## src/rtl/bsc_pkg.sv

```systemverilog
// shared types, constants and microcode for the barometric compensation core
// no dependencies; compiled first

package bsc_pkg;

  localparam int unsigned VAL_W     = 64;
  localparam int unsigned CFG_W     = 32;
  localparam int unsigned CFG_NUM   = 5;
  localparam int unsigned CFG_IDX_W = 3;
  localparam int unsigned NUM_VARS  = 4;
  localparam int unsigned PC_W      = 6;
  localparam int unsigned OUT_W     = 19;

  // configuration register indexes
  localparam logic [CFG_IDX_W-1:0] CFG_AC1_AC2 = 3'd0;
  localparam logic [CFG_IDX_W-1:0] CFG_AC3_AC4 = 3'd1;
  localparam logic [CFG_IDX_W-1:0] CFG_AC5_AC6 = 3'd2;
  localparam logic [CFG_IDX_W-1:0] CFG_B1_B2   = 3'd3;
  localparam logic [CFG_IDX_W-1:0] CFG_MC_MD   = 3'd4;

  // saturation limits
  localparam logic [VAL_W-1:0]        VLIM_MAG   = 64'h0004_0000_0000_0000;
  localparam logic signed [VAL_W-1:0] VLIM       = 64'sh0004_0000_0000_0000;
  localparam logic signed [VAL_W-1:0] INT32_MAXV = 64'sd2147483647;
  localparam logic signed [VAL_W-1:0] INT32_MINV = -64'sd2147483648;
  localparam logic [OUT_W-1:0]        OUT_HI_MAG = 19'd200000;
  localparam logic [OUT_W-1:0]        OUT_LO_MAG = 19'd100000;

  // program entry points
  localparam logic [PC_W-1:0] PC_TEMP = 6'd0;
  localparam logic [PC_W-1:0] PC_PRES = 6'd16;

  typedef enum logic [2:0] {
    OP_ADD, OP_SUB, OP_CLAMP, OP_CLAMP32, OP_MULI, OP_MULQ, OP_DIV, OP_HUND
  } op_e;

  typedef enum logic [5:0] {
    S_V0, S_V1, S_V2, S_V3, S_RAW, S_RAWONE, S_TOFF, S_AC1ONE,
    S_AC2, S_AC3, S_AC4, S_AC5, S_AC6, S_B1, S_B2, S_MC, S_MD, S_K25ONE,
    S_K45, S_K100, S_K160, S_K191, S_K195, S_K237, S_K458, S_K763, S_K812,
    S_K994, S_K1000, S_K72828, S_K149634, S_K10027008,
    S_K1E4, S_K1E6, S_K1E7, S_K1E9, S_K1E10, S_K1E15, S_K1E17
  } src_e;

  typedef struct packed {
    op_e        op;
    src_e       sa;
    src_e       sb;
    logic [1:0] dst;
  } uop_t;

  // plain integer constants of the formulas
  function automatic logic [VAL_W-1:0] k_const(input src_e s);
    logic [VAL_W-1:0] v;
    case (s)
      S_K45:       v = 64'd45;
      S_K100:      v = 64'd100;
      S_K160:      v = 64'd160;
      S_K191:      v = 64'd191;
      S_K195:      v = 64'd195;
      S_K237:      v = 64'd237;
      S_K458:      v = 64'd458;
      S_K763:      v = 64'd763;
      S_K812:      v = 64'd812;
      S_K994:      v = 64'd994;
      S_K1000:     v = 64'd1000;
      S_K72828:    v = 64'd72828;
      S_K149634:   v = 64'd149634;
      S_K10027008: v = 64'd10027008;
      S_K1E4:      v = 64'd10000;
      S_K1E6:      v = 64'd1000000;
      S_K1E7:      v = 64'd10000000;
      S_K1E9:      v = 64'd1000000000;
      S_K1E10:     v = 64'd10000000000;
      S_K1E15:     v = 64'd1000000000000000;
      S_K1E17:     v = 64'd100000000000000000;
      default:     v = '0;
    endcase
    return v;
  endfunction

  // microcode: temperature from PC_TEMP, pressure from PC_PRES, both end in OP_HUND
  function automatic uop_t ucode(input logic [PC_W-1:0] pc);
    uop_t u;
    case (pc)
      // temperature
      6'd0:  u = '{OP_SUB,     S_RAW,    S_AC6,       2'd0};
      6'd1:  u = '{OP_MULI,    S_V0,     S_AC5,       2'd0};
      6'd2:  u = '{OP_MULI,    S_V0,     S_K191,      2'd0};
      6'd3:  u = '{OP_DIV,     S_V0,     S_K1E9,      2'd0};
      6'd4:  u = '{OP_MULI,    S_MC,     S_K812,      2'd1};
      6'd5:  u = '{OP_DIV,     S_V1,     S_K1E4,      2'd1};
      6'd6:  u = '{OP_DIV,     S_MD,     S_K160,      2'd2};
      6'd7:  u = '{OP_ADD,     S_V0,     S_V2,        2'd2};
      6'd8:  u = '{OP_CLAMP,   S_V2,     S_K100,      2'd2};
      6'd9:  u = '{OP_DIV,     S_V1,     S_V2,        2'd1};
      6'd10: u = '{OP_ADD,     S_V0,     S_V1,        2'd1};
      6'd11: u = '{OP_CLAMP,   S_V1,     S_K100,      2'd1};
      6'd12: u = '{OP_SUB,     S_V1,     S_K25ONE,    2'd2};
      6'd13: u = '{OP_CLAMP32, S_V2,     S_K100,      2'd2};
      6'd14: u = '{OP_HUND,    S_V1,     S_K100,      2'd0};
      // pressure
      6'd16: u = '{OP_MULQ,    S_TOFF,   S_TOFF,      2'd0};
      6'd17: u = '{OP_MULI,    S_B2,     S_K763,      2'd1};
      6'd18: u = '{OP_DIV,     S_V1,     S_K1E6,      2'd1};
      6'd19: u = '{OP_MULQ,    S_V1,     S_V0,        2'd1};
      6'd20: u = '{OP_MULI,    S_AC2,    S_K195,      2'd2};
      6'd21: u = '{OP_DIV,     S_V2,     S_K1E4,      2'd2};
      6'd22: u = '{OP_MULQ,    S_V2,     S_TOFF,      2'd2};
      6'd23: u = '{OP_ADD,     S_V1,     S_V2,        2'd1};
      6'd24: u = '{OP_ADD,     S_V1,     S_AC1ONE,    2'd1};
      6'd25: u = '{OP_CLAMP,   S_V1,     S_K100,      2'd1};
      6'd26: u = '{OP_MULI,    S_AC4,    S_K10027008, 2'd2};
      6'd27: u = '{OP_DIV,     S_V2,     S_K1E10,     2'd2};
      6'd28: u = '{OP_MULI,    S_AC4,    S_AC3,       2'd3};
      6'd29: u = '{OP_MULI,    S_V3,     S_K149634,   2'd3};
      6'd30: u = '{OP_DIV,     S_V3,     S_K1E15,     2'd3};
      6'd31: u = '{OP_MULQ,    S_V3,     S_TOFF,      2'd3};
      6'd32: u = '{OP_ADD,     S_V2,     S_V3,        2'd2};
      6'd33: u = '{OP_MULI,    S_AC4,    S_B1,        2'd3};
      6'd34: u = '{OP_MULI,    S_V3,     S_K72828,    2'd3};
      6'd35: u = '{OP_DIV,     S_V3,     S_K1E17,     2'd3};
      6'd36: u = '{OP_MULQ,    S_V3,     S_V0,        2'd3};
      6'd37: u = '{OP_ADD,     S_V2,     S_V3,        2'd2};
      6'd38: u = '{OP_CLAMP,   S_V2,     S_K100,      2'd2};
      6'd39: u = '{OP_SUB,     S_RAWONE, S_V1,        2'd3};
      6'd40: u = '{OP_CLAMP,   S_V3,     S_K100,      2'd3};
      6'd41: u = '{OP_DIV,     S_V3,     S_V2,        2'd3};
      6'd42: u = '{OP_MULQ,    S_V3,     S_V3,        2'd0};
      6'd43: u = '{OP_MULI,    S_V0,     S_K45,       2'd0};
      6'd44: u = '{OP_DIV,     S_V0,     S_K1E7,      2'd0};
      6'd45: u = '{OP_MULI,    S_V3,     S_K994,      2'd1};
      6'd46: u = '{OP_DIV,     S_V1,     S_K1000,     2'd1};
      6'd47: u = '{OP_ADD,     S_V0,     S_V1,        2'd0};
      6'd48: u = '{OP_DIV,     S_K237,   S_K100,      2'd1};
      6'd49: u = '{OP_ADD,     S_V0,     S_V1,        2'd0};
      6'd50: u = '{OP_DIV,     S_K458,   S_K100,      2'd1};
      6'd51: u = '{OP_ADD,     S_V0,     S_V1,        2'd0};
      6'd52: u = '{OP_CLAMP,   S_V0,     S_K100,      2'd0};
      6'd53: u = '{OP_HUND,    S_V0,     S_K100,      2'd0};
      default: u = '{OP_HUND,  S_V0,     S_K100,      2'd0};
    endcase
    return u;
  endfunction

endpackage

```

## src/rtl/bsc_mul.sv

```systemverilog
// bit-serial shift-add multiplier, one multiplier bit per cycle, with an addend
// depends on bsc_pkg

module bsc_mul (
  input  logic                           clk_i,
  input  logic                           rst_ni,
  input  logic                           start_i,
  input  logic [bsc_pkg::VAL_W-1:0]      mcand_i,
  input  logic [bsc_pkg::VAL_W-1:0]      mplier_i,
  input  logic [bsc_pkg::VAL_W-1:0]      addend_i,
  output logic                           done_o,
  output logic [2*bsc_pkg::VAL_W-1:0]    prod_o
);
  import bsc_pkg::*;

  localparam int unsigned CNT_W = $clog2(VAL_W);

  logic [2*VAL_W-1:0] acc_q;
  logic [VAL_W-1:0]   mc_q;
  logic [CNT_W-1:0]   cnt_q;
  logic               busy_q;
  logic               done_q;
  logic [VAL_W:0]     psum;

  // partial sum on the upper half
  assign psum = {1'b0, acc_q[2*VAL_W-1:VAL_W]} + (acc_q[0] ? {1'b0, mc_q} : '0);

  // step control
  always_ff @(posedge clk_i or negedge rst_ni) begin
    if (!rst_ni) begin
      busy_q <= 1'b0;
      done_q <= 1'b0;
      cnt_q  <= '0;
    end else if (start_i) begin
      busy_q <= 1'b1;
      done_q <= 1'b0;
      cnt_q  <= '0;
    end else if (busy_q) begin
      cnt_q <= cnt_q + CNT_W'(1);
      if (cnt_q == CNT_W'(VAL_W - 1)) begin
        busy_q <= 1'b0;
        done_q <= 1'b1;
      end
    end else begin
      done_q <= 1'b0;
    end
  end

  // accumulator: addend rides in the upper half and lands in the sum
  always_ff @(posedge clk_i) begin
    if (start_i) begin
      acc_q <= {addend_i, mplier_i};
      mc_q  <= mcand_i;
    end else if (busy_q) begin
      acc_q <= {psum, acc_q[VAL_W-1:1]};
    end
  end

  assign done_o = done_q;
  assign prod_o = acc_q;

endmodule

```

## config.mk

```make
export PLATFORM = sky130hd
export DESIGN_NAME = bsc_mul
export DESIGN_NICKNAME = d
export VERILOG_FILES = /design/src/rtl/bsc_pkg.sv /design/src/rtl/bsc_mul.sv
export SDC_FILE = /design/constraint.sdc
export NUM_CORES = 1
export LEC_CHECK = 0
export BUFFER_PORTS_ARGS = -buffer_cell sky130_fd_sc_hd__buf_2
export CORE_ASPECT_RATIO = 1.2
export CORE_MARGIN = 1
export CORE_UTILIZATION = 58
export CTS_CLUSTER_SIZE = 14
export DETAILED_ROUTE_END_ITERATION = 6
export GPL_ROUTABILITY_DRIVEN = 0
export GPL_TIMING_DRIVEN = 1
export HOLD_SLACK_MARGIN = 0.12
export PLACE_DENSITY_LB_ADDON = 0.1
export SKIP_CTS_REPAIR_TIMING = 1
export SYNTH_ARGS = -nofsm -noshare
export SYNTH_HDL_FRONTEND = slang
export SYNTH_SLANG_ARGS = --single-unit
```

## constraint.sdc

```tcl
create_clock -name clk_i -period 10.7 [get_ports clk_i]
set_clock_uncertainty 0.2 [all_clocks]
set_input_delay 0.535 -clock clk_i [delete_from_list [all_inputs] [get_ports clk_i]]
set_output_delay 0.535 -clock clk_i [all_outputs]
set_load 0.02 [all_outputs]
```

==> qor.txt <==
Status = completed
Start of the worst register-to-register path = prod_o[0]
# port buffers = 323
Largest family of logic cells by synthesized area = compound AO/OA/AOI/OAI gates
Full die area = 21100 µm²
Yosys warnings = 0
Setup CP Type = flop to flop
Peak supply drop = 0.124 mV
Vias = 9740
Max Slew Vio Count = 0
LEAKAGE = 6.44 nW
Detailed Place HPWL = 21.6 mm
Multiplexer share of the synthesized area = 0.0674
Fin. Hold Viols = 0
Most frequent cells after synthesis = edfxtp_1 (192), nand2_1 (121), o21ai_0 (92), a21oi_1 (69), mux2_2 (66)
Area share of the largest cell type after synthesis = 0.484
Actual transition at the worst max-transition pin = 1010 ps
CP max stage delay = 810 ps
Main synth FF type = edfxtp_1
Effective utilization at floorplan = 0.591
CTS tree = yes
Worst setup path end = prod_o[123]
Compound-Gate Fraction of Synth Area = 0.152
Net Count, Synth = 1336
Startpoint Class = flop
DR iter-0 viols = 639
CTS max path bufs = 2
Final hold slack = 155 ps
Synthesized-area fraction occupied by adder cells = 0.0699
Tcrit/Tclk final = 0.437
Number of max-cap violations = 0
R2R cell count = 12
Cell count after synthesis = 1075
Utilization after layout = 0.737
Critical path required time = 10670 ps
Area leader, netlist = edfxtp_1
Slew HR = 0.324
Post-Synth XOR/XNOR Area = 0.0411
Shortest period the worst path allows = 4680 ps
Critical Path End Type = flop
Initial antenna violation count = 3
GR Overflow Total = 0
Largest net degree at the start of global routing = 102
Final setup vio count = 0
Simple-Gate Fraction of Synth Area = 0.137
Clk_lat worst skew = 450 ps
R2R Setup Slk = 6020 ps
Synthesized area = 11900 µm²
CP Buf/Inv Count = 1
Synth top area cells = edfxtp_1 (48%), ha_1 (6.8%), mux2_2 (6.2%), o21ai_0 (3.9%), nand2_1 (3.8%)
Area growth syn-to-layout = 24.8%
Vias in the first global route = 9469
CTS Sinks = 200
Remaining DRCs = 0
H-tree depth = 4
HP Class = primary input to flop
Synth async-reset ratio = 0.0400
Syn avg cell area = 11.1 µm²
#FFs+latches synth = 200
IO Count = 324
Max Freq = 214 MHz
Row count = 57
Slowest cell on crit path = edfxtp_1
Inserted Clock Buffers = 17
Sequential fraction of the synthesis area = 0.500
Setup crit start = prod_o[0]
Layout Nets = 1690
Average wire per standard cell = 17.6 µm
Top delay family on crit path = compound AO/OA/AOI/OAI gates
Most Frequent Cell on Critical Path = o21ai_0
PwrDens = 201 nW/µm²
WP depth = 12
Antenna Nets Post-Route = 0
RSZ-0062 raised after global routing = false
Filler instances = 1448
Count leader, synth = edfxtp_1
Die Width = 133 µm
GR Util All Layers = 0.278
Final WL = 30.1 mm
CP arrival = 4650 ps
CP Cell Sequence = buf_4 > and2_1 > ha_1 > a21oi_1 > o21ai_0 > o41ai_1 > o22ai_1 > o21ai_0 > a31oi_1 > a311o_1 > xnor2_1 > o21ai_0
Via/cell ratio = 5.70
First-pass GRT wire length = 46.2 mm
Layout cells sized above 1 = 0.313
Synth unique cells = 73
Setup TNS = 0 ps
Die H = 159 µm
Core ar. = 20200 µm²
Number of enable flip-flop cells after synthesis = 192
Reg-to-reg critical path endpoint = prod_o[123]
DR pass1 iterations = 6
Critical Path Fanout Max = 40
Clock-pin slew on the worst setup and hold paths = 90 ps
CTS root buffer = clkbuf_16
## worst min-delay path, cell delays in order
cell and delay [ps]:
buf_2 70, nand2_1 40, o21ai_0 50
## placed cells by master, fill, tap and decap left out, types with 26 or more instances in the layout
cell type,count
xnor2_1,30
nor2_1,45
xor2_1,26
buf_2,322
a21oi_1,69
o21ai_0,92
mux2_2,66
a21o_1,27
ha_1,65
dlygate4sd3_1,65
and2_1,65
edfxtp_1,192
nand2_1,121
## flip-flops by register name (all words and copies together), names as in the netlist
name,cells
prod_o,128
mc_q,64
cnt_q,6
busy_q,1
done_o,1
## layout make-up
| class | instances | area (µm²) | share of cell area |
|---|---|---|---|
| Antenna cell | 1 | 2.50 | 0.000168 |
| Inverter | 20 | 75.1 | 0.00505 |
| Multi-Input combinational cell | 798 | 5570 | 0.374 |
| Timing Repair Buffer | 392 | 2310 | 0.155 |
| Clock inverter | 15 | 200 | 0.0135 |
| Clock buffer | 17 | 425 | 0.0286 |
| Sequential cell | 200 | 5970 | 0.401 |
| Tap cell | 265 | 332 | 0.0223 |
## report_power, final
| part | internal [mW] | switching [mW] |
|---|---|---|
| sequential | 1.02 | 0.0807 |
| combinational | 0.469 | 0.734 |
| clock | 0.327 | 0.358 |
## per-stage QoR
stage | std cells | power [mW] | worst slack (ps) | instance area, µm²
global placement | 1610 | 2.27 | 6180 | 13600
detailed placement | 1610 | 2.28 | 6030 | 13600
finish | 1708 | 2.99 | 6020 | 14900
floorplan | 1075 | 1.97 | 7050 | 11900
CTS | 1642 | 2.97 | 6050 | 14200
global route | 1707 | 3.14 | 5680 | 14900
## per-layer routing
metal	vias up	GRT usage	share of wire
met3	55	0.0554	0.058
li1	4724	-	-
met1	4611	0.338	0.41
met4	2	0.106	0.024
met2	348	0.484	0.51
met5	-	0	0.00043
## cells by family (layout without fill, tap and decap cells)
logic type                 count (synthesis)  in the layout
AOI/OAI and AO/OA                        279            279
xor gates and xnor gates                  56             56
adders and majority gates                 66             66
buffers and inverters                     77            444
DFF                                      200            200
muxes                                     72             72
other                                      0              1
and+or+nand+nor                          325            325
## how the worst min path moves through the flow
| stage | from | slack, ps | cells past startpoint | end |
|---|---|---|---|---|
| after floorplan | rst_ni | 40 | 0 | busy_q |
| after global placement | rst_ni | 190 | 1 | cnt_q[1] |
| after detailed placement | rst_ni | 190 | 1 | done_o |
| after CTS | rst_ni | -290 | 1 | busy_q |
| after global routing | addend_i[2] | 170 | 3 | prod_o[66] |
| final | addend_i[2] | 160 | 3 | prod_o[66] |
No activity file was read; power rests on OpenSTA's default activity.
