`src/rtl/bsc_pkg.sv`:
```
// shared types, constants and microcode for the barometric compensation core
// no dependencies; compiled first

package bsc_pkg;

  localparam int unsigned VAL_W     = 64;
  localparam int unsigned CFG_W     = 32;
  localparam int unsigned CFG_NUM   = 5;
  localparam int unsigned CFG_IDX_W = 3;
  localparam int unsigned NUM_VARS  = 4;
  localparam int unsigned PC_W      = 6;
  localparam int unsigned OUT_W     = 19;

  // configuration register indexes
  localparam logic [CFG_IDX_W-1:0] CFG_AC1_AC2 = 3'd0;
  localparam logic [CFG_IDX_W-1:0] CFG_AC3_AC4 = 3'd1;
  localparam logic [CFG_IDX_W-1:0] CFG_AC5_AC6 = 3'd2;
  localparam logic [CFG_IDX_W-1:0] CFG_B1_B2   = 3'd3;
  localparam logic [CFG_IDX_W-1:0] CFG_MC_MD   = 3'd4;

  // saturation limits
  localparam logic [VAL_W-1:0]        VLIM_MAG   = 64'h0004_0000_0000_0000;
  localparam logic signed [VAL_W-1:0] VLIM       = 64'sh0004_0000_0000_0000;
  localparam logic signed [VAL_W-1:0] INT32_MAXV = 64'sd2147483647;
  localparam logic signed [VAL_W-1:0] INT32_MINV = -64'sd2147483648;
  localparam logic [OUT_W-1:0]        OUT_HI_MAG = 19'd200000;
  localparam logic [OUT_W-1:0]        OUT_LO_MAG = 19'd100000;

  // program entry points
  localparam logic [PC_W-1:0] PC_TEMP = 6'd0;
  localparam logic [PC_W-1:0] PC_PRES = 6'd16;

  typedef enum logic [2:0] {
    OP_ADD, OP_SUB, OP_CLAMP, OP_CLAMP32, OP_MULI, OP_MULQ, OP_DIV, OP_HUND
  } op_e;

  typedef enum logic [5:0] {
    S_V0, S_V1, S_V2, S_V3, S_RAW, S_RAWONE, S_TOFF, S_AC1ONE,
    S_AC2, S_AC3, S_AC4, S_AC5, S_AC6, S_B1, S_B2, S_MC, S_MD, S_K25ONE,
    S_K45, S_K100, S_K160, S_K191, S_K195, S_K237, S_K458, S_K763, S_K812,
    S_K994, S_K1000, S_K72828, S_K149634, S_K10027008,
    S_K1E4, S_K1E6, S_K1E7, S_K1E9, S_K1E10, S_K1E15, S_K1E17
  } src_e;

  typedef struct packed {
    op_e        op;
    src_e       sa;
    src_e       sb;
    logic [1:0] dst;
  } uop_t;

  // plain integer constants of the formulas
  function automatic logic [VAL_W-1:0] k_const(input src_e s);
    logic [VAL_W-1:0] v;
    case (s)
      S_K45:       v = 64'd45;
      S_K100:      v = 64'd100;
      S_K160:      v = 64'd160;
      S_K191:      v = 64'd191;
      S_K195:      v = 64'd195;
      S_K237:      v = 64'd237;
      S_K458:      v = 64'd458;
      S_K763:      v = 64'd763;
      S_K812:      v = 64'd812;
      S_K994:      v = 64'd994;
      S_K1000:     v = 64'd1000;
      S_K72828:    v = 64'd72828;
      S_K149634:   v = 64'd149634;
      S_K10027008: v = 64'd10027008;
      S_K1E4:      v = 64'd10000;
      S_K1E6:      v = 64'd1000000;
      S_K1E7:      v = 64'd10000000;
      S_K1E9:      v = 64'd1000000000;
      S_K1E10:     v = 64'd10000000000;
      S_K1E15:     v = 64'd1000000000000000;
      S_K1E17:     v = 64'd100000000000000000;
      default:     v = '0;
    endcase
    return v;
  endfunction

  // microcode: temperature from PC_TEMP, pressure from PC_PRES, both end in OP_HUND
  function automatic uop_t ucode(input logic [PC_W-1:0] pc);
    uop_t u;
    case (pc)
      // temperature
      6'd0:  u = '{OP_SUB,     S_RAW,    S_AC6,       2'd0};
      6'd1:  u = '{OP_MULI,    S_V0,     S_AC5,       2'd0};
      6'd2:  u = '{OP_MULI,    S_V0,     S_K191,      2'd0};
      6'd3:  u = '{OP_DIV,     S_V0,     S_K1E9,      2'd0};
      6'd4:  u = '{OP_MULI,    S_MC,     S_K812,      2'd1};
      6'd5:  u = '{OP_DIV,     S_V1,     S_K1E4,      2'd1};
      6'd6:  u = '{OP_DIV,     S_MD,     S_K160,      2'd2};
      6'd7:  u = '{OP_ADD,     S_V0,     S_V2,        2'd2};
      6'd8:  u = '{OP_CLAMP,   S_V2,     S_K100,      2'd2};
      6'd9:  u = '{OP_DIV,     S_V1,     S_V2,        2'd1};
      6'd10: u = '{OP_ADD,     S_V0,     S_V1,        2'd1};
      6'd11: u = '{OP_CLAMP,   S_V1,     S_K100,      2'd1};
      6'd12: u = '{OP_SUB,     S_V1,     S_K25ONE,    2'd2};
      6'd13: u = '{OP_CLAMP32, S_V2,     S_K100,      2'd2};
      6'd14: u = '{OP_HUND,    S_V1,     S_K100,      2'd0};
      // pressure
      6'd16: u = '{OP_MULQ,    S_TOFF,   S_TOFF,      2'd0};
      6'd17: u = '{OP_MULI,    S_B2,     S_K763,      2'd1};
      6'd18: u = '{OP_DIV,     S_V1,     S_K1E6,      2'd1};
      6'd19: u = '{OP_MULQ,    S_V1,     S_V0,        2'd1};
      6'd20: u = '{OP_MULI,    S_AC2,    S_K195,      2'd2};
      6'd21: u = '{OP_DIV,     S_V2,     S_K1E4,      2'd2};
      6'd22: u = '{OP_MULQ,    S_V2,     S_TOFF,      2'd2};
      6'd23: u = '{OP_ADD,     S_V1,     S_V2,        2'd1};
      6'd24: u = '{OP_ADD,     S_V1,     S_AC1ONE,    2'd1};
      6'd25: u = '{OP_CLAMP,   S_V1,     S_K100,      2'd1};
      6'd26: u = '{OP_MULI,    S_AC4,    S_K10027008, 2'd2};
      6'd27: u = '{OP_DIV,     S_V2,     S_K1E10,     2'd2};
      6'd28: u = '{OP_MULI,    S_AC4,    S_AC3,       2'd3};
      6'd29: u = '{OP_MULI,    S_V3,     S_K149634,   2'd3};
      6'd30: u = '{OP_DIV,     S_V3,     S_K1E15,     2'd3};
      6'd31: u = '{OP_MULQ,    S_V3,     S_TOFF,      2'd3};
      6'd32: u = '{OP_ADD,     S_V2,     S_V3,        2'd2};
      6'd33: u = '{OP_MULI,    S_AC4,    S_B1,        2'd3};
      6'd34: u = '{OP_MULI,    S_V3,     S_K72828,    2'd3};
      6'd35: u = '{OP_DIV,     S_V3,     S_K1E17,     2'd3};
      6'd36: u = '{OP_MULQ,    S_V3,     S_V0,        2'd3};
      6'd37: u = '{OP_ADD,     S_V2,     S_V3,        2'd2};
      6'd38: u = '{OP_CLAMP,   S_V2,     S_K100,      2'd2};
      6'd39: u = '{OP_SUB,     S_RAWONE, S_V1,        2'd3};
      6'd40: u = '{OP_CLAMP,   S_V3,     S_K100,      2'd3};
      6'd41: u = '{OP_DIV,     S_V3,     S_V2,        2'd3};
      6'd42: u = '{OP_MULQ,    S_V3,     S_V3,        2'd0};
      6'd43: u = '{OP_MULI,    S_V0,     S_K45,       2'd0};
      6'd44: u = '{OP_DIV,     S_V0,     S_K1E7,      2'd0};
      6'd45: u = '{OP_MULI,    S_V3,     S_K994,      2'd1};
      6'd46: u = '{OP_DIV,     S_V1,     S_K1000,     2'd1};
      6'd47: u = '{OP_ADD,     S_V0,     S_V1,        2'd0};
      6'd48: u = '{OP_DIV,     S_K237,   S_K100,      2'd1};
      6'd49: u = '{OP_ADD,     S_V0,     S_V1,        2'd0};
      6'd50: u = '{OP_DIV,     S_K458,   S_K100,      2'd1};
      6'd51: u = '{OP_ADD,     S_V0,     S_V1,        2'd0};
      6'd52: u = '{OP_CLAMP,   S_V0,     S_K100,      2'd0};
      6'd53: u = '{OP_HUND,    S_V0,     S_K100,      2'd0};
      default: u = '{OP_HUND,  S_V0,     S_K100,      2'd0};
    endcase
    return u;
  endfunction

endpackage

```
`src/rtl/bsc_div.sv`:
```
// restoring divider, one quotient bit per cycle, dividend scaled by 2^(FRAC_BITS+1)
// depends on bsc_pkg

module bsc_div #(
  parameter int FRAC_BITS = 16
) (
  input  logic                              clk_i,
  input  logic                              rst_ni,
  input  logic                              start_i,
  input  logic [bsc_pkg::VAL_W-1:0]         dividend_i,
  input  logic [bsc_pkg::VAL_W-1:0]         divisor_i,
  output logic                              done_o,
  output logic [bsc_pkg::VAL_W+FRAC_BITS:0] quot_o
);
  import bsc_pkg::*;

  localparam int unsigned DW    = VAL_W + FRAC_BITS + 1;
  localparam int unsigned CNT_W = $clog2(DW + 1);

  logic [DW-1:0]    dvd_q;
  logic [VAL_W-1:0] rem_q;
  logic [VAL_W-1:0] dsr_q;
  logic [CNT_W-1:0] cnt_q;
  logic             busy_q;
  logic             done_q;
  logic [VAL_W:0]   trial;
  logic [VAL_W:0]   diff;
  logic             ge;

  // trial subtract
  assign trial = {rem_q, dvd_q[DW-1]};
  assign diff  = trial - {1'b0, dsr_q};
  assign ge    = trial >= {1'b0, dsr_q};

  // step control
  always_ff @(posedge clk_i or negedge rst_ni) begin
    if (!rst_ni) begin
      busy_q <= 1'b0;
      done_q <= 1'b0;
      cnt_q  <= '0;
    end else if (start_i) begin
      busy_q <= 1'b1;
      done_q <= 1'b0;
      cnt_q  <= '0;
    end else if (busy_q) begin
      cnt_q <= cnt_q + CNT_W'(1);
      if (cnt_q == CNT_W'(DW - 1)) begin
        busy_q <= 1'b0;
        done_q <= 1'b1;
      end
    end else begin
      done_q <= 1'b0;
    end
  end

  // remainder and dividend/quotient shift line
  always_ff @(posedge clk_i) begin
    if (start_i) begin
      dvd_q <= {dividend_i, (FRAC_BITS + 1)'(0)};
      rem_q <= '0;
      dsr_q <= divisor_i;
    end else if (busy_q) begin
      rem_q <= ge ? diff[VAL_W-1:0] : trial[VAL_W-1:0];
      dvd_q <= {dvd_q[DW-2:0], ge};
    end
  end

  assign done_o = done_q;
  assign quot_o = dvd_q;

endmodule

```
`config.mk`:
```
export PLATFORM = sky130hd
export DESIGN_NAME = bsc_div
export DESIGN_NICKNAME = d
export VERILOG_FILES = /design/src/rtl/bsc_pkg.sv /design/src/rtl/bsc_div.sv
export SDC_FILE = /design/constraint.sdc
export NUM_CORES = 1
export LEC_CHECK = 0
export BUFFER_PORTS_ARGS = -buffer_cell sky130_fd_sc_hd__buf_2
export CORE_MARGIN = 2
export CORE_UTILIZATION = 52
export CTS_CLUSTER_SIZE = 24
export DETAILED_ROUTE_END_ITERATION = 6
export PLACE_DENSITY = 0.76
export SYNTH_ARGS = -nofsm -noshare
export SYNTH_HDL_FRONTEND = slang
export SYNTH_SLANG_ARGS = --single-unit
```
`constraint.sdc`:
```
create_clock -name clk_i -period 2.9 [get_ports clk_i]
set_clock_uncertainty 0.15 [all_clocks]
set_input_delay 0.145 -clock clk_i [delete_from_list [all_inputs] [get_ports clk_i]]
set_output_delay 0.145 -clock clk_i [all_outputs]
set_load 0.005 [all_outputs]
```
==> flow_metrics.env, run 1 <==
export IMPL_run_status="finished, violations left"
export IMPL_violations="DRC, setup timing"
export IMPL_fill_cells=1191
export IMPL_cellLeakagePower_nw=8.660
export IMPL_start_util=0.5273
export IMPL_cp_num_buf_inv=4
export IMPL_drv_cap=0
export IMPL_syn_inst=1249
export IMPL_grt_use_total=0.3185
export IMPL_ir_worst_vdd_mv=0.5702
export IMPL_finalPower_mw=16.64
export IMPL_crit_family="simple AND/OR/NAND/NOR gates"
export IMPL_setup_tns_ns=-28.58
export IMPL_setup_worst_path_class="flip-flop to flip-flop"
export IMPL_design_area_mm2=0.01907
export IMPL_power_frac_seq=0.254
export IMPL_clock_root_buffer="clkbuf_16"
export IMPL_rows=56
export IMPL_drive_gt1_frac=0.3832
export IMPL_async_reset_ff_frac=0.04128
export IMPL_crit_top_cell="inv_1"
export IMPL_synth_cell_types=75
export IMPL_dpl_cell_area_mm2=0.01539
export IMPL_startpoint_type="flip-flop"
export IMPL_area_delta_synth_final_pct=54.97
export IMPL_viasPerCell=6.023
export IMPL_hold_violations=0
export IMPL_end_kind="flip-flop"
export IMPL_ys_seq_elements=218
export IMPL_die_area_mm2=0.02491
export IMPL_p_int_mw=10.20
export IMPL_hp_class="primary input to flip-flop"
export IMPL_slowest_stage="nor4_4"
export IMPL_pwr_share_clk=0.184
export IMPL_synth_edf_count=128
export IMPL_io_buffer_count=212
export IMPL_drc=17
export IMPL_grt_pass1_vias=12820
export IMPL_place_inst=1950
export IMPL_yosys_warnings=0
export IMPL_maxSlewViolCount=0
export IMPL_ys_seq_area_frac=0.4625
export IMPL_layoutNonFillerInstCount=2173
export IMPL_layout_nets=2033
export IMPL_synth_ff_type="edfxtp_1"
export IMPL_power_frac_comb=0.562
export IMPL_grt_remaining_overflow=0
export IMPL_synthesis_nets=1447
export IMPL_path_clk_slew_ns=0.07
export IMPL_min_period_ns=3.506
export IMPL_antenna_found_initial=0
export IMPL_switching_share=0.3867
export IMPL_clock_sinks=218
export IMPL_hold_ws_ns=0.1653
export IMPL_core_area_mm2=0.02333
export IMPL_switchingPower_mw=6.434
export IMPL_die_h_um=157.8
export IMPL_critPathMaxFanout=8
export IMPL_grt_pass1_wl_um=63710
export IMPL_cp_slowest_stage_delay_ns=0.37
export IMPL_die_x_um=157.8
export IMPL_post_route_period_util=1.209
export IMPL_fin_util=0.8171
export IMPL_netlist_area_mm2=0.01230
export IMPL_grt_max_degree=119
export IMPL_critPathArrivalTime_ns=3.81
export IMPL_wl_per_cell_um=20.71
export IMPL_cts_path_max_buffers=3
export IMPL_io_pins=213
export IMPL_htreeDepth=1
export IMPL_numCtsBuffers=24
export IMPL_rsz0062_at_grt="yes"
export IMPL_cp_required_ns=3.20
export IMPL_max_freq_mhz=285.2
export IMPL_powerDensity_mw_per_mm2=872.6
export IMPL_drt_total_wl_um=45000
export IMPL_setup_ws_ns=-0.6061
export IMPL_avgSynthCellArea_um2=9.850
export IMPL_vias=13090
export IMPL_setup_viol=65
export IMPL_post_place_ws_ns=-0.4849
export IMPL_dr_pass1_iters=7
export IMPL_relSlewSlack=0.5267
export IMPL_gp_congestion=0.9068
export IMPL_tightest_slew_ns=0.7100
export IMPL_cts_tree="built"
export IMPL_clk_latency_ns=0.55
export IMPL_dp_hpwl_um=23250
export IMPL_cp_cell_sequence="inv_1 -> ha_4 -> buf_4 -> nand4_1 -> nor2_1 -> and4_1 -> inv_1 -> nor4_4 -> a2111oi_4 -> o21ai_4 -> buf_12 -> nor2_4 -> a311oi_2 -> a21oi_1 -> a311oi_1"
export IMPL_drt_initial_drc_count=1486
export IMPL_ant_nets=0
sequential cells by signal, indices dropped and copies added, names as in the netlist:
signal / flops
busy_q: 1
cnt_q: 7
done_o: 1
dsr_q: 64
quot_o: 81
rem_q: 64
routing by layer:
metal | vias to the layer above | share of wire | GRT usage
met5 | - | 0 | 0
met4 | 0 | 0.059 | 0.1459
met3 | 268 | 0.084 | 0.05530
met2 | 870 | 0.49 | 0.5592
met1 | 6196 | 0.37 | 0.3803
li1 | 5754 | - | -
cells in the mapped netlist, types with 3 or more instances:
cell,n,area (um^2)
buf_1,7,26.28
nor2_1,126,473.0
ha_1,66,825.8
a311oi_1,4,35.03
dfrtp_1,9,225.2
o31ai_1,4,30.03
buf_4,4,30.03
nand4_1,22,137.6
o22ai_1,5,31.28
dfxtp_1,81,1622
inv_1,89,334.1
a211oi_2,3,37.54
nand2b_1,9,56.30
and2_1,4,25.02
a31oi_1,8,50.05
a21oi_1,96,480.5
mux2i_1,52,520.5
xnor2_1,26,227.7
and3_1,9,56.30
a21o_1,22,165.2
o2111ai_1,4,35.03
o211ai_1,5,37.54
o21bai_1,11,82.58
nor3_1,11,55.05
buf_2,13,65.06
nand2_1,85,319.1
nor2b_1,9,56.30
clkbuf_1,43,161.4
nor4_1,3,18.77
a211oi_1,45,337.8
nand3_1,14,70.07
xor2_1,36,315.3
o21a_1,3,22.52
o21ai_1,5,25.02
edfxtp_1,128,3844
or3_1,3,18.77
a22o_1,62,543.0
o21ai_0,72,360.4
layout by cell type, fill, tap and decap left out, types with 9 or more instances in the layout:
master,instances
buf_4,257
buf_2,211
dlygate4sd3_1,131
edfxtp_1,128
nor2_1,119
inv_1,83
dfxtp_1,81
a21oi_1,78
nand2_1,72
a22o_1,62
mux2i_1,46
o21ai_0,43
ha_1,42
xor2_1,35
a211oi_1,25
clkbuf_16,24
a21o_1,22
nand4_1,22
xnor2_1,22
ha_4,22
a211oi_2,21
a21oi_2,17
o21ai_2,17
nand3_1,14
o21ai_1,14
buf_6,12
o21bai_1,10
nand2b_1,9
buf_12,9
repair_timing:
| action | 4_1_cts | 5_1_grt |
|---|---|---|
| setup endpoints to repair | 65 | 65 |
| buffers inserted | 19 | 25 |
| hold buffers | 131 | 0 |
| gates resized for setup | 123 | 113 |
| pin swaps | 55 | 59 |
| gates cloned | 9 | 0 |
| endpoints found under the hold margin | 161 | 0 |
logic make-up (layout without fill, tap and decap cells):
family                   Yosys count  count (layout)  synth area share
AO/OA/AOI/OAI                    378             378            0.2125
XOR/XNOR                          62              62           0.04414
adder cells (fa/ha/maj)           67              67           0.06875
buffers and inverters            160             764           0.05278
flip-flops                       218             218            0.4625
multiplexers                      54              54           0.04414
other                              0               1                 0
AND/OR/NAND/NOR                  310             310            0.1151
final timing paths:
path,from,endpoint,slack [ns],cells after the start
hold reg to reg,rem_q[45],rem_q[45],0.37,2
setup / recovery,dsr_q[18],rem_q[62],-0.61,15
min in group asynchronous,rst_ni,busy_q,0.49,3
hold / removal,divisor_i[38],dsr_q[38],0.17,2
setup reg to reg,dsr_q[18],rem_q[62],-0.61,15
max in group asynchronous,rst_ni,busy_q,1.75,3
layout make-up:
class	instances	area, um^2	area share
Tap cell	319	399.1	0.02093
Clock buffer	28	625.6	0.03281
Timing Repair Buffer	631	4865	0.2552
Sequential cell	218	5694	0.2987
Antenna cell	1	2.502	0.0001313
Inverter	89	334.1	0.01752
Multi-Input combinational cell	871	6997	0.3670
Clock inverter	16	148.9	0.007809
power groups by stage:
stage | registers, mW | logic [mW] | clock network [mW]
floorplan | 4.14 | 3.86 | 0
global placement | 4.15 | 6.44 | 0
detailed placement | 4.16 | 6.59 | 0
CTS | 4.16 | 7.99 | 3.03
global route | 4.27 | 9.82 | 3.19
finish | 4.23 | 9.35 | 3.06
worst reg2reg max path, cell delays in order (launching register included):
cell	delay, ns
edfxtp_1	0.33
inv_1	0.07
ha_4	0.30
buf_4	0.14
nand4_1	0.19
nor2_1	0.29
and4_1	0.31
inv_1	0.10
nor4_4	0.37
a2111oi_4	0.12
o21ai_4	0.17
buf_12	0.19
nor2_4	0.04
a311oi_2	0.30
a21oi_1	0.09
a311oi_1	0.26
Note: power is estimated with default switching activity, not from simulation.
==> run 2, diff against run 1 <==
--- a/config.mk
+++ b/config.mk
@@ -7,10 +7,11 @@
 export LEC_CHECK = 0
 export BUFFER_PORTS_ARGS = -buffer_cell sky130_fd_sc_hd__buf_2
 export CORE_MARGIN = 2
-export CORE_UTILIZATION = 52
+export CORE_UTILIZATION = 63
+export CTS_BUF_LIST = sky130_fd_sc_hd__clkbuf_2 sky130_fd_sc_hd__clkbuf_4 sky130_fd_sc_hd__clkbuf_8
 export CTS_CLUSTER_SIZE = 24
 export DETAILED_ROUTE_END_ITERATION = 6
-export PLACE_DENSITY = 0.76
+export PLACE_DENSITY = 0.86
 export SYNTH_ARGS = -nofsm -noshare
 export SYNTH_HDL_FRONTEND = slang
 export SYNTH_SLANG_ARGS = --single-unit
==> constraint.sdc (replaced) <==
create_clock -name clk_i -period 4.2 [get_ports clk_i]
set_clock_uncertainty 0.15 [all_clocks]
set_input_delay 0.21 -clock clk_i [delete_from_list [all_inputs] [get_ports clk_i]]
set_output_delay 0.21 -clock clk_i [all_outputs]
set_load 0.005 [all_outputs]
==> run 2 against run 1 <==
Net effect:
- the run now ends clean
- combinational power down 62%
- flip-flop and latch count unchanged
- global-route usage up 1.7 points
- die area down 17%
- fmax down 10%
- final cell count down 14%
- count of clock-buffer cells in the layout up 33
- routed wire length down 22%
- core utilization down 0.91 points
- critical path depth down 2
- total power down 48%
- critical path type unchanged
- critical endpoint unchanged
==> flow_metrics.env, run 2 (synthesized netlist as in run 1, its figures left out) <==
export IMPL_run_status="complete, no violations"
export IMPL_timing_rr_start="dsr_q[50]"
export IMPL_cp_required_ns=4.50
export IMPL_layoutNonFillerInstCount=1865
export IMPL_grt_pass1_wl_um=54970
export IMPL_mostFrequentLayoutCells="211 x buf_2, 131 x dlygate4sd3_1, 128 x edfxtp_1, 125 x nor2_1, 96 x a21oi_1"
export IMPL_setup_tns_ns=0
export IMPL_grt_max_degree=100
export IMPL_n_antenna_cell=0
export IMPL_die_x_um=143.7
export IMPL_antenna_found_initial=0
export IMPL_clk_latency_ns=0.56
export IMPL_cp_endpoint="rem_q[62]"
export IMPL_critPathMaxFanout=18
export IMPL_ir_worst_vdd_mv=0.3621
export IMPL_hp_class="primary input to flip-flop"
export IMPL_numCtsBuffers=38
export IMPL_cts_path_max_buffers=3
export IMPL_drv_cap=0
export IMPL_viasPerCell=5.995
export IMPL_startpoint_type="flip-flop"
export IMPL_io_buffer_count=212
export IMPL_htreeDepth=2
export IMPL_seqCellArea_mm2=0.005694
export IMPL_area_delta_synth_final_pct=26.99
export IMPL_drc=0
export IMPL_die_area_mm2=0.02066
export IMPL_post_cts_buffers=0
export IMPL_fill_cells=1124
export IMPL_drive_gt1_frac=0.1963
export IMPL_core_area_mm2=0.01933
export IMPL_end_kind="flip-flop"
export IMPL_setup_worst_path_class="flip-flop to flip-flop"
export IMPL_clock_root_buffer="clkbuf_8"
export IMPL_die_h_um=143.7
export IMPL_rsz0062_at_grt="no"
export IMPL_path_clk_slew_ns=0.07
export IMPL_setup_viol=0
export IMPL_grt_remaining_overflow=0
export IMPL_max_freq_mhz=256.5
export IMPL_gp_congestion=0.9575
export IMPL_vias=11180
export IMPL_rows=51
export IMPL_drt_initial_drc_count=1068
export IMPL_multi_input_area_mm2=0.005978
export IMPL_relSlewSlack=0.2966
export IMPL_hold_violations=0
export IMPL_critical_path_startpoint="dsr_q[50]"
export IMPL_cts_tree="built"
export IMPL_powerDensity_mw_per_mm2=550.6
export IMPL_drt_total_wl_um=35250
export IMPL_whs_path_depth=2
export IMPL_dp_hpwl_um=20510
export IMPL_cellLeakagePower_nw=7.043
export IMPL_io_pins=213
export IMPL_holdBufCountCts=131
export IMPL_post_route_period_util=0.9284
export IMPL_r2r_end="rem_q[62]"
export IMPL_start_util=0.6363
export IMPL_critPathArrivalTime_ns=4.20
export IMPL_final_common_cell="buf_2"
export IMPL_dr_pass1_iters=6
export IMPL_tightest_slew_ns=1.055
export IMPL_maxSlewViolCount=0
export IMPL_r2r_slack_ns=0.30
export IMPL_min_period_ns=3.899
export IMPL_hold_ws_ns=0.2208
export IMPL_layout_nets=1768
export IMPL_r2r_cells=13
export IMPL_grt_use_total=0.3360
export IMPL_cts_repair_resized=0
export IMPL_ant_nets=0
export IMPL_largest_reg_flops=81
export IMPL_place_inst=1664
export IMPL_grt_pass1_vias=11140
export IMPL_wl_per_cell_um=18.90
export IMPL_clock_sinks=218
==> run 2: changes by cell type in the layout (fill, tap and decap cells not counted), moves of 13 or more <==
cell	previous run	this run
buf_4	257	7
clkbuf_8	1	45
o21ai_0	43	72
clkbuf_16	24	0
ha_1	42	66
ha_4	22	0
a211oi_1	25	45
a211oi_2	21	3
a21oi_1	78	96
o21ai_2	17	0
a21oi_2	17	1
clkbuf_4	0	16
nand2_1	72	85
==> run 2: stage by stage <==
step | area, um^2 | util | power (mW) | setup WS (ns)
final | 15620 | 0.8081 | 8.602 | 0.3009
after global routing | 15620 | 0.8081 | 9.072 | 0.1009
after CTS | 15620 | 0.8081 | 8.406 | 0.4128
after detailed placement | 13500 | 0.6981 | 6.232 | 0.4545
after global placement | 13500 | 0.6981 | 6.144 | 0.6018
after floorplan | 12300 | - | 5.478 | 1.013
==> run 2: how the worst min path moves through the flow <==
stage | from | to | slack, ns
2_1_floorplan | rst_ni | busy_q | -0.24
3_3_place_gp | rst_ni | cnt_q[0] | -0.08
3_5_place_dp | rst_ni | cnt_q[0] | -0.07
4_1_cts | divisor_i[29] | dsr_q[29] | 0.21
5_1_grt | divisor_i[32] | dsr_q[32] | 0.22
6_report | divisor_i[32] | dsr_q[32] | 0.22
==> run 2: report_power, final <==
part	switching, mW	total (mW)	internal, mW
combinational	2.08	3.57	1.49
sequential	0.275	2.91	2.63
clock	0.939	2.12	1.18
total	3.30	8.60	5.31
==> run 2: layout make-up <==
class / count / area share
multi-input combinational: 871 / 0.3826
tap: 265 / 0.02122
timing repair buffer: 352 / 0.1582
clock inverter: 9 / 0.004805
inverter: 89 / 0.02138
clock buffer: 61 / 0.04733
sequential: 218 / 0.3645
==> run 2: worst max-delay path, cell delays in order, from the launching register on <==
cell and delay (ns):
edfxtp_1 0.35, inv_1 0.05, ha_1 0.36, a21oi_1 0.33, o21ai_1 0.18, a21oi_1 0.35, o21ba_2 0.18, o21ai_0 0.09
a2111oi_0 0.75, o21ai_4 0.14, buf_4 0.25, a311oi_1 0.33, a21oi_1 0.08, a311oi_1 0.20
==> run 2: routing by layer <==
| layer | vias up | GRT usage | share of wire |
|---|---|---|---|
| met3 | 152 | 0.06598 | 0.074 |
| met2 | 619 | 0.5717 | 0.49 |
| met5 | - | 0 | 0 |
| met1 | 5201 | 0.3987 | 0.38 |
| met4 | 0 | 0.1889 | 0.057 |
| li1 | 5208 | - | - |
==> run 3, diff against run 2 <==
--- a/config.mk
+++ b/config.mk
@@ -11,6 +11,7 @@
 export CTS_BUF_LIST = sky130_fd_sc_hd__clkbuf_2 sky130_fd_sc_hd__clkbuf_4 sky130_fd_sc_hd__clkbuf_8
 export CTS_CLUSTER_SIZE = 24
 export DETAILED_ROUTE_END_ITERATION = 6
+export MAX_ROUTING_LAYER = met4
 export PLACE_DENSITY = 0.86
 export SYNTH_ARGS = -nofsm -noshare
 export SYNTH_HDL_FRONTEND = slang
==> run 3 against run 2 <==
Net effect:
- worst hold slack improved by 0.014 ns
- first-iteration DRC count decreased by 12%
- final cell count about the same
- design area decreased by 0.25%
- die area unchanged
- largest power group unchanged
==> flow_metrics.env, run 3 (synthesized netlist as in run 1, its figures left out) <==
export IMPL_power_frac_seq=0.340
export IMPL_die_h_um=143.7
export IMPL_p_int_mw=5.240
export IMPL_htreeDepth=2
export IMPL_cellLeakagePower_nw=7.021
export IMPL_die_x_um=143.7
export IMPL_drc=0
export IMPL_area_delta_synth_final_pct=26.68
export IMPL_layoutNonFillerInstCount=1864
export IMPL_final_common_cell="buf_2"
export IMPL_cp_required_ns=4.47
export IMPL_grt_use_total=0.3419
export IMPL_setup_tns_ns=0
export IMPL_hp_class="primary input to flip-flop"
export IMPL_grt_pass1_vias=11000
export IMPL_mostFrequentLayoutCells="211 x buf_2, 131 x dlygate4sd3_1, 128 x edfxtp_1, 125 x nor2_1, 96 x a21oi_1"
export IMPL_wl_per_cell_um=18.69
export IMPL_dr_pass1_iters=6
export IMPL_relSlewSlack=0.3654
export IMPL_tightest_slew_ns=0.9279
export IMPL_cts_path_max_buffers=3
export IMPL_fin_util=0.8061
export IMPL_die_area_mm2=0.02066
export IMPL_switching_share=0.3842
export IMPL_startpoint_type="flip-flop"
export IMPL_core_area_mm2=0.01933
export IMPL_layout_nets=1767
export IMPL_path_clk_slew_ns=0.06
export IMPL_maxSlewViolCount=0
export IMPL_numCtsBuffers=38
export IMPL_powerDensity_mw_per_mm2=546.0
export IMPL_ir_worst_vdd_mv=0.3488
export IMPL_place_inst=1663
export IMPL_critPathArrivalTime_ns=4.21
export IMPL_setup_ws_ns=0.2543
export IMPL_antenna_found_initial=0
export IMPL_gp_congestion=0.9540
export IMPL_hold_violations=0
export IMPL_grt_remaining_overflow=0
export IMPL_setup_viol=0
export IMPL_vias=11110
export IMPL_ant_nets=0
export IMPL_post_place_ws_ns=0.5103
export IMPL_grt_pass1_wl_um=54440
export IMPL_dp_hpwl_um=20400
export IMPL_pwr_share_clk=0.241
export IMPL_drt_initial_drc_count=945
export IMPL_largest_reg_flops=81
export IMPL_rows=51
export IMPL_io_buffer_count=212
export IMPL_critPathMaxFanout=18
export IMPL_drv_cap=0
export IMPL_io_pins=213
export IMPL_rsz0062_at_grt="no"
export IMPL_design_area_mm2=0.01558
export IMPL_viasPerCell=5.962
export IMPL_start_util=0.6363
export IMPL_switchingPower_mw=3.269
export IMPL_dpl_cell_area_mm2=0.01349
export IMPL_power_frac_comb=0.419
export IMPL_drive_gt1_frac=0.1959
export IMPL_post_route_period_util=0.9395
export IMPL_min_period_ns=3.946
export IMPL_cts_tree="built"
export IMPL_clock_sinks=218
export IMPL_grt_max_degree=86
export IMPL_max_freq_mhz=253.4
export IMPL_drt_total_wl_um=34840
export IMPL_run_status="complete, no violations"
export IMPL_setup_worst_path_class="flip-flop to flip-flop"
export IMPL_clock_root_buffer="clkbuf_8"
export IMPL_cts_repair_resized=0
export IMPL_clk_latency_ns=0.54
export IMPL_end_kind="flip-flop"
==> run 3: cell count changes in the layout (fill, tap and decap cells not counted), sizes merged <==
cell | before | now
buf | 221 | 220
inv | 90 | 89
clkbuf | 61 | 57
diode | 0 | 1
clkinvlp | 2 | 3
clkinv | 5 | 8
==> run 3: through the flow <==
step	hold slack (ns)	power, mW
floorplan	-0.2356	5.478
finish	0.2344	8.509
CTS	0.2126	8.363
detailed placement	-0.07447	6.240
global route	0.2280	8.995
global placement	-0.07732	6.161
==> run 3: cell type report <==
class	count	area [um^2]
well taps	265	331.6
clock buffers	57	690.7
fillers	1141	3750
flip-flops and latches	218	5694
repair buffers	351	2464
multi-input cells	871	5978
inverters	89	334.1
diodes	1	2.502
clock inverters	12	90.09
==> run 3: power by group through the flow <==
| stage | logic (mW) | registers (mW) | clock network (mW) |
|---|---|---|---|
| 2_1_floorplan | 2.62 | 2.86 | 0 |
| 3_3_place_gp | 3.27 | 2.90 | 0 |
| 3_5_place_dp | 3.34 | 2.90 | 0 |
| 4_1_cts | 3.46 | 2.87 | 2.03 |
| 5_1_grt | 3.91 | 2.93 | 2.16 |
| 6_report | 3.56 | 2.89 | 2.05 |
==> run 3: path summary, 6_finish.rpt <==
kind                               start        end  slack (ns)  depth (start not counted)
hold reg to reg                rem_q[42]  rem_q[42]        0.36                          2
setup / recovery               rem_q[49]  rem_q[62]        0.25                         12
min in group asynchronous         rst_ni   cnt_q[6]        0.54                          3
max in group asynchronous         rst_ni     busy_q        3.03                          3
setup reg to reg               rem_q[49]  rem_q[62]        0.25                         12
hold / removal             divisor_i[29]  dsr_q[29]        0.23                          2
==> run 3: worst max-delay path, stage by stage (launching register included) <==
cell	delay, ns
dfxtp_1	0.34
ha_1	0.38
a21oi_1	0.35
o21ai_1	0.16
a21oi_1	0.30
o21ba_2	0.18
o21ai_0	0.07
a2111oi_0	0.86
o21ai_4	0.14
buf_4	0.25
and2_1	0.20
nor4b_1	0.16
a311oi_1	0.27
==> run 3: per-layer routing <==
layer	wire length [um]	global-route usage
met2	17190	0.5612
met5	0	-
met4	1950	0.1821
met1	13710	0.4093
met3	1994	0.05032
==> run 3: what timing repair did <==
item,4_1_cts,5_1_grt
endpoints found under the setup margin,0,0
setup buffers,0,0
hold buffers,131,0
endpoints found under the hold margin,148,0
